<file path="src/sv/dnsd_pkg.sv">
// Shared types and constants of the DNS name decompressor.
package dnsd_pkg;

    // Request kinds
    localparam logic REQ_STORE  = 1'b0;
    localparam logic REQ_DECODE = 1'b1;

    // Completion status codes
    localparam logic [1:0] STAT_OK       = 2'd0;
    localparam logic [1:0] STAT_HOP_LIM  = 2'd1;
    localparam logic [1:0] STAT_TOO_LONG = 2'd2;

    // Label and pointer encoding
    localparam logic [1:0] PTR_TAG  = 2'b11;
    localparam logic [7:0] DOT_CHAR = 8'h2E;
    localparam logic [3:0] CHUNK_FULL = 4'd8;

    typedef struct packed {
        logic       req_type;
        logic [8:0] byte_addr;
        logic [7:0] byte_value;
    } req_word_t;

    typedef struct packed {
        logic [63:0] name_chunk;
        logic [3:0]  chunk_bytes;
        logic        last_chunk;
        logic [7:0]  name_length;
        logic [8:0]  advance;
        logic [1:0]  status;
    } rsp_word_t;

    typedef enum logic [4:0] {
        ST_IDLE = 5'b00001,
        ST_LEN  = 5'b00010,
        ST_PTR  = 5'b00100,
        ST_CHAR = 5'b01000,
        ST_DONE = 5'b10000
    } walk_state_t;

endpackage

</file>
<file path="src/sv/dns_name_decompress_core.sv">
// Top level of the DNS name decompressor: packet store, label walker and result register.
//
//  channel | dir | handshake            | word
//  --------+-----+----------------------+----------------------------------------------
//  req     | in  | req_valid/req_ready  | req_word_t: store a byte or decode at offset
//  rsp     | out | rsp_valid/rsp_ready  | rsp_word_t: up to eight name characters per word
//
//  A store word is written straight into the packet RAM.
//  A decode word starts the walk, which reads each length byte, each name character
//  and both bytes of every compression pointer, then closes; the packet RAM read port
//  is the bottleneck, one byte per cycle unless stalled, with registered read data.
//  req_ready is high only between decodes; a waiting result word does not block it.
//  An undrained full result register stalls the walk at a full chunk and at its close;
//  the RAM read enable is dropped so the inspected byte stays on the read data lines.
//  Reset clears the walker and the result valid flag; the RAM holds no reset value.
//  PACKET_DEPTH must be a power of two so that address wrap is a plain truncation.
module dns_name_decompress_core
    import dnsd_pkg::*;
#(
    parameter int PACKET_DEPTH = 512,
    parameter int MAX_NAME_LEN = 255,
    parameter int MAX_HOPS     = 16
) (
    input  logic      clk,
    input  logic      rst_n,
    input  logic      req_valid,
    output logic      req_ready,
    input  req_word_t req,
    output logic      rsp_valid,
    input  logic      rsp_ready,
    output rsp_word_t rsp
);

    localparam int AW = $clog2(PACKET_DEPTH);

    // Walker state
    walk_state_t state_reg, state_next;
    logic [AW-1:0] pos_reg, pos_next;      // address of the byte now on the read lines
    logic [5:0]    rem_reg, rem_next;      // characters left in the current label
    logic [5:0]    hi_reg, hi_next;        // upper pointer bits, held for the second byte
    logic [63:0]   chunk_reg, chunk_next;
    logic [3:0]    cnt_reg, cnt_next;      // characters in chunk_reg
    logic [7:0]    chars_reg, chars_next;  // dotted length so far
    logic [8:0]    bytes_reg, bytes_next;  // bytes the name occupies in place
    logic          ptr_seen_reg, ptr_seen_next;
    logic [4:0]    hops_reg, hops_next;
    logic [1:0]    status_reg, status_next;

    // Result register
    logic      out_valid_reg, out_valid_next;
    rsp_word_t out_word_reg, out_word_next;

    // RAM port signals
    logic          ram_we;
    logic [AW-1:0] ram_wr_addr;
    logic          ram_rd_en;
    logic [AW-1:0] ram_rd_addr;
    logic [7:0]    ram_rd_data;

    logic [13:0]   req_addr_wide;
    logic [AW-1:0] req_addr;
    logic [13:0]   ptr_wide;
    logic [AW-1:0] pos_inc;
    logic          out_free;
    logic          app_stall;
    logic          do_append;
    logic [7:0]    app_char;
    logic          need_dot;

    dnsd_ram #(
        .WIDTH (8),
        .DEPTH (PACKET_DEPTH)
    ) u_store (
        .clk     (clk),
        .we      (ram_we),
        .wr_addr (ram_wr_addr),
        .wr_data (req.byte_value),
        .rd_en   (ram_rd_en),
        .rd_addr (ram_rd_addr),
        .rd_data (ram_rd_data)
    );

    // Wrap every address into the store
    assign req_addr_wide = {5'b0, req.byte_addr};
    assign req_addr      = req_addr_wide[AW-1:0];
    assign ptr_wide      = {hi_reg, ram_rd_data};
    assign pos_inc       = pos_reg + AW'(1);

    assign out_free  = !out_valid_reg || rsp_ready;
    // A full chunk can only be pushed out when the result register has room
    assign app_stall = (cnt_reg == CHUNK_FULL) && !out_free;
    assign need_dot  = (chars_reg != 8'd0);

    always_comb
    begin
        state_next    = state_reg;
        pos_next      = pos_reg;
        rem_next      = rem_reg;
        hi_next       = hi_reg;
        chunk_next    = chunk_reg;
        cnt_next      = cnt_reg;
        chars_next    = chars_reg;
        bytes_next    = bytes_reg;
        ptr_seen_next = ptr_seen_reg;
        hops_next     = hops_reg;
        status_next   = status_reg;
        out_valid_next = out_valid_reg;
        out_word_next  = out_word_reg;

        req_ready   = 1'b0;
        ram_we      = 1'b0;
        ram_wr_addr = req_addr;
        ram_rd_en   = 1'b0;
        ram_rd_addr = pos_inc;
        do_append   = 1'b0;
        app_char    = ram_rd_data;

        // Drain the result register
        if (out_valid_reg && rsp_ready)
        begin
            out_valid_next = 1'b0;
        end

        case (state_reg)
            ST_IDLE:
            begin
                req_ready = 1'b1;
                if (req_valid)
                begin
                    if (req.req_type == REQ_STORE)
                    begin
                        ram_we = 1'b1;
                    end
                    else
                    begin
                        pos_next      = req_addr;
                        ram_rd_en     = 1'b1;
                        ram_rd_addr   = req_addr;
                        chunk_next    = '0;
                        cnt_next      = '0;
                        chars_next    = '0;
                        bytes_next    = '0;
                        ptr_seen_next = 1'b0;
                        hops_next     = '0;
                        status_next   = STAT_OK;
                        state_next    = ST_LEN;
                    end
                end
            end

            ST_LEN:
            begin
                if (ram_rd_data[7:6] == PTR_TAG)
                begin
                    if (!ptr_seen_reg)
                    begin
                        bytes_next    = bytes_reg + 9'd2;
                        ptr_seen_next = 1'b1;
                    end
                    if (hops_reg >= 5'(MAX_HOPS))
                    begin
                        status_next = STAT_HOP_LIM;
                        state_next  = ST_DONE;
                    end
                    else
                    begin
                        hops_next  = hops_reg + 5'd1;
                        hi_next    = ram_rd_data[5:0];
                        ram_rd_en  = 1'b1;
                        state_next = ST_PTR;
                    end
                end
                else if (ram_rd_data[5:0] == 6'd0)
                begin
                    if (!ptr_seen_reg)
                    begin
                        bytes_next = bytes_reg + 9'd1;
                    end
                    status_next = STAT_OK;
                    state_next  = ST_DONE;
                end
                else if (need_dot && (chars_reg >= 8'(MAX_NAME_LEN)))
                begin
                    status_next = STAT_TOO_LONG;
                    state_next  = ST_DONE;
                end
                else if (!(need_dot && app_stall))
                begin
                    if (!ptr_seen_reg)
                    begin
                        bytes_next = bytes_reg + 9'd1 + {3'b0, ram_rd_data[5:0]};
                    end
                    do_append  = need_dot;
                    app_char   = DOT_CHAR;
                    rem_next   = ram_rd_data[5:0];
                    pos_next   = pos_inc;
                    ram_rd_en  = 1'b1;
                    state_next = ST_CHAR;
                end
            end

            ST_PTR:
            begin
                // Follow the pointer: full 14-bit offset, wrapped into the store
                pos_next    = ptr_wide[AW-1:0];
                ram_rd_en   = 1'b1;
                ram_rd_addr = ptr_wide[AW-1:0];
                state_next  = ST_LEN;
            end

            ST_CHAR:
            begin
                if (chars_reg >= 8'(MAX_NAME_LEN))
                begin
                    status_next = STAT_TOO_LONG;
                    state_next  = ST_DONE;
                end
                else if (!app_stall)
                begin
                    do_append = 1'b1;
                    rem_next  = rem_reg - 6'd1;
                    pos_next  = pos_inc;
                    ram_rd_en = 1'b1;
                    if (rem_reg == 6'd1)
                    begin
                        state_next = ST_LEN;
                    end
                end
            end

            ST_DONE:
            begin
                if (out_free)
                begin
                    out_valid_next            = 1'b1;
                    out_word_next.name_chunk  = chunk_reg;
                    out_word_next.chunk_bytes = cnt_reg;
                    out_word_next.last_chunk  = 1'b1;
                    out_word_next.name_length = chars_reg;
                    out_word_next.advance     = (status_reg == STAT_OK) ? bytes_reg : 9'd0;
                    out_word_next.status      = status_reg;
                    state_next                = ST_IDLE;
                end
            end

            default:
            begin
                state_next = ST_IDLE;
            end
        endcase

        // Append one character; push out a full chunk first
        if (do_append)
        begin
            chars_next = chars_reg + 8'd1;
            if (cnt_reg == CHUNK_FULL)
            begin
                out_valid_next            = 1'b1;
                out_word_next.name_chunk  = chunk_reg;
                out_word_next.chunk_bytes = CHUNK_FULL;
                out_word_next.last_chunk  = 1'b0;
                out_word_next.name_length = 8'd0;
                out_word_next.advance     = 9'd0;
                out_word_next.status      = STAT_OK;
                chunk_next                = {56'b0, app_char};
                cnt_next                  = 4'd1;
            end
            else
            begin
                chunk_next[{cnt_reg[2:0], 3'b000} +: 8] = app_char;
                cnt_next                                = cnt_reg + 4'd1;
            end
        end
    end

    // Control state
    always_ff @(posedge clk or negedge rst_n)
    begin
        if (!rst_n)
        begin
            state_reg     <= ST_IDLE;
            rem_reg       <= '0;
            cnt_reg       <= '0;
            chars_reg     <= '0;
            bytes_reg     <= '0;
            ptr_seen_reg  <= 1'b0;
            hops_reg      <= '0;
            status_reg    <= STAT_OK;
            out_valid_reg <= 1'b0;
        end
        else
        begin
            state_reg     <= state_next;
            rem_reg       <= rem_next;
            cnt_reg       <= cnt_next;
            chars_reg     <= chars_next;
            bytes_reg     <= bytes_next;
            ptr_seen_reg  <= ptr_seen_next;
            hops_reg      <= hops_next;
            status_reg    <= status_next;
            out_valid_reg <= out_valid_next;
        end
    end

    // Payload
    always_ff @(posedge clk)
    begin
        pos_reg      <= pos_next;
        hi_reg       <= hi_next;
        chunk_reg    <= chunk_next;
        out_word_reg <= out_word_next;
    end

    assign rsp_valid = out_valid_reg;
    assign rsp       = out_word_reg;

endmodule

</file>
<file path="src/sv/dnsd_ram.sv">
// Generic single-write, single-read RAM with registered read data.
module dnsd_ram #(
    parameter int WIDTH = 8,
    parameter int DEPTH = 512
) (
    input  logic                     clk,
    input  logic                     we,
    input  logic [$clog2(DEPTH)-1:0] wr_addr,
    input  logic [WIDTH-1:0]         wr_data,
    input  logic                     rd_en,
    input  logic [$clog2(DEPTH)-1:0] rd_addr,
    output logic [WIDTH-1:0]         rd_data
);

    logic [WIDTH-1:0] mem [DEPTH];
    logic [WIDTH-1:0] rd_data_reg;

    always_ff @(posedge clk)
    begin
        if (we)
        begin
            mem[wr_addr] <= wr_data;
        end
        if (rd_en)
        begin
            rd_data_reg <= mem[rd_addr];
        end
    end

    assign rd_data = rd_data_reg;

endmodule

</file>
<file path="config.mk">
export PLATFORM = sky130hd
export DESIGN_NAME = dns_name_decompress_core
export DESIGN_NICKNAME = d
export VERILOG_FILES = /design/src/sv/dnsd_pkg.sv /design/src/sv/dns_name_decompress_core.sv /design/src/sv/dnsd_ram.sv
export SDC_FILE = /design/constraint.sdc
export NUM_CORES = 2
export LEC_CHECK = 0
export BUFFER_PORTS_ARGS = -buffer_cell sky130_fd_sc_hd__buf_2
export CAP_MARGIN = 5
export CORE_MARGIN = 8
export CORE_UTILIZATION = 56
export CTS_CLUSTER_SIZE = 12
export DETAILED_ROUTE_END_ITERATION = 8
export GPL_TIMING_DRIVEN = 0
export PLACE_DENSITY = 0.79
export REMOVE_ABC_BUFFERS = 1
export SYNTH_ARGS = -nofsm -noshare
export SYNTH_HDL_FRONTEND = slang
export SYNTH_HIERARCHICAL = 1
export SYNTH_SLANG_ARGS = --single-unit
</file>
<file path="constraint.sdc">
create_clock -name clk -period 6.3 [get_ports clk]
set_input_delay 1.26 -clock clk [delete_from_list [all_inputs] [get_ports clk]]
set_output_delay 1.26 -clock clk [all_outputs]
set_load 0.01 [all_outputs]
</file>
==> out/metrics.csv <==
metric;value;unit
outcome;finished, violations left;
failing checks;max-capacitance violations, max-slew violations;
Post-Syn Area;0.1689;sq mm
Reg area;0.1276;sq mm
Worst Hold Endpoint;chunk_reg[31]$_DFF_P_;
power density over cell area;509.7;mW/mm^2
Synth top area share;0.7315;
Yosys cell types;85;
Post-DRT Antenna Nets;0;
finished layout cell area;0.1882;sq mm
crit-path cells;or3_1 > nor2_4 > a21oi_4 > o21ai_4 > buf_16 > buf_12 > buf_16 > nand2b_4 > buf_16 > buf_16 > o221ai_1 > o22ai_1 > o21ai_0 > nand4_1 > nand2_1 > o2111a_1;
P_int;60.42;mW
Synth Register Bits;4307;
headroom to the max-slew limit;-0.01611;
CP dominant cell by count;buf_16;
Max IR drop VDD;0.5029;mV
Post-DP HPWL;253.6;mm
setup violators final;0;
reg2reg start;state_reg[3]$_DFFE_PN0P_;
initial core utilization;0.5629;
crit start category;register;
Clock Skew;0.04325;ns
commonest non-fill, non-tap cell in the layout;edfxtp_1;
Tot GR Track Use;0.2617;
Flop pwr share;0.335;
Syn Inst Count;8902;
final worst path period share;0.9996;
Tmin final;6.298;ns
commonest non-fill, non-tap cells in the layout;4114 x edfxtp_1, 799 x mux2i_1, 654 x mux4_2;
worst hold path depth;1;
register area share after synthesis;0.7556;
DR vias/cell;6.949;
worst-path fanout max;61;
clock sinks;4307;
final core utilization;0.6272;
post-placement cell count;12620;
largest net degree at the start of global routing;165;
die area;0.3194;sq mm
H-tree Lvls;5;
first drt pass iteration count;8;
area leader, netlist;edfxtp_1;
area of the multi-input gates;0.03868;sq mm
# DRC;0;
FF-to-FF End;u_store/rd_data[4]$_DFFE_PP_;
CTS Root Cell;clkbuf_16;
fmax;0.1588;GHz
FF-to-FF setup slack;0.002;ns
Port Buffers;111;
fin cells;13270;
PnR Total Power;95.91;mW
Crit. End Element;register;
Layout Nets;9137;
Synth Flop Type;edfxtp_1;
Synth warnings;6;
Hold Fails Final Rpt;0;
worst slew pin tran;1.524;ns
MaxCap Viol Count;1;
GP Congestion;0.8589;
area delta synth->final;11.42;%
per-cell routed wire length;32.33;microns
pre-CTS WS;-2.051;ns
switch share;0.3700;
max reg flops;4096;
sw power;35.48;mW
worst hold start;chunk_reg[31]$_DFF_P_;
vias in the first global route;91060;
type of the most critical hold path;reg2reg;
Core Rows;201;
Slowest-stage cell, CP;o21ai_0;
Fill cells;18980;
Avg Synthesized Cell Area;18.97;sq um
P_leak;59.46;nW
Clk pwr share;0.232;
TritonCTS buffer count;420;
fin. max-slew vios;10;
maximum clock path buffer count;4;
antenna violations before repair;28;
FF-to-FF path depth;16;
RSZ-0062 raised after global routing;no;
Data required, critical path;7.03;ns
final hold slack;0.4615;ns
Synth async-reset ratio;0.009519;
first-pass GRT wire length;618.2;mm
grt ovf;0;
Core Area;0.3000;sq mm
starting DRC count in detailed routing;14210;
Clk Latency, worst-skew pair;0.93;ns
CTS clk-pin slew, worst paths;0.06;ns
crit path DAT;7.02;ns
critical setup path kind;reg2reg;
vias;92180;
placed cell area;0.1760;sq mm
most area-consuming cells after synthesis;edfxtp_1 73%, mux4_2 8.7%, mux2i_1 4.7%;
Post-synth EDFFs;4114;
final setup margin;0.002485;ns
layout cell share with drive strength beyond 1;0.1737;
die width;565.2;microns
TritonCTS clock tree;built;
combinational group share of total power;0.433;
IO Pins;112;
die height;565.2;microns
CP max stage delay;0.65;ns
Setup TNS Final;0;ns
routed wire length;428.9;mm
==> how the worst max path moves through the flow <==
stage,from,endpoint,slack (ns),depth (start not counted)
CTS,state_reg[0]$_DFFE_PN1P_,u_store/rd_data[3]$_DFFE_PP_,0.02,19
global placement,req_valid,u_store/rd_data[2]$_DFFE_PP_,-232.34,11
finish,state_reg[3]$_DFFE_PN0P_,u_store/rd_data[4]$_DFFE_PP_,0.002,16
detailed placement,req_valid,u_store/rd_data[4]$_DFFE_PP_,-2.05,17
global route,state_reg[3]$_DFFE_PN0P_,u_store/rd_data[3]$_DFFE_PP_,0.06,18
floorplan,req_valid,u_store/rd_data[6]$_DFFE_PP_,-166.03,9
==> final cells by class <==
cell class	count	area share
clock buffers	526	0.05865
flip-flops and latches	4307	0.6781
clock inverters	78	0.003092
multi-input cells	4025	0.2055
well taps	3958	0.02632
inverters	20	0.0004521
diodes	29	0.0003857
repair buffers	322	0.02742
==> power by group through the flow <==
stage	combinational [mW]	sequential, mW	clock, mW
floorplan	15.4	32.5	0
global placement	17.2	32.8	0
detailed placement	39.6	32.6	0
CTS	40.4	32.1	22.4
global route	42.6	32.1	23.5
finish	41.6	32.1	22.3
==> routing by layer <==
metal	track usage	part of all wire
met2	0.4181	0.48
met5	0	0.00015
met4	0.1262	0.054
met3	0.06598	0.13
met1	0.3394	0.34
==> synth_stat cells (all sizes together), types with 32 or more instances <==
library cell / count
o22ai: 165
a22oi: 77
mux4: 654
o221ai: 373
nor4: 40
dfxtp: 152
mux2: 67
o2bb2ai: 32
nor3: 128
dfrtp: 40
nand3: 79
a21oi: 240
mux2i: 799
edfxtp: 4114
nor2: 647
buf: 260
nand2: 196
o21ai: 191
clkbuf: 291
nand4: 40
==> critical path: cells and delay by family (launching register included) <==
| kind | cells | cell delay [ns] |
|---|---|---|
| AOI/OAI and AO/OA | 6 | 2.41 |
| and+or+nand+nor | 5 | 1.84 |
| buffers and inverters | 5 | 1.24 |
| DFF | 1 | 0.44 |
==> what timing repair did <==
| item | CTS | global route |
|---|---|---|
| hold endpoints to repair | 0 | 0 |
| setup endpoints to repair | 8 | 8 |
| resized for setup | 45 | 26 |
| cloned | 0 | 1 |
| buffers inserted | 9 | 2 |
| pin swaps | 3 | 7 |
| hold buffers | 0 | 0 |
==> cell families (layout without fill, tap and decap cells) <==
group / Yosys count / in the layout / share of synthesized area
AND/OR/NAND/NOR: 1231 / 1232 / 0.03227
XOR/XNOR: 23 / 23 / 0.001193
AO/OA/AOI/OAI: 1231 / 1231 / 0.05135
other: 0 / 29 / 0
flip-flops: 4307 / 4307 / 0.7556
multiplexers: 1520 / 1520 / 0.1390
adder cells (fa/ha/maj): 19 / 19 / 0.001452
buffers and inverters: 571 / 946 / 0.01908
Power figures use the tool's default switching activity.
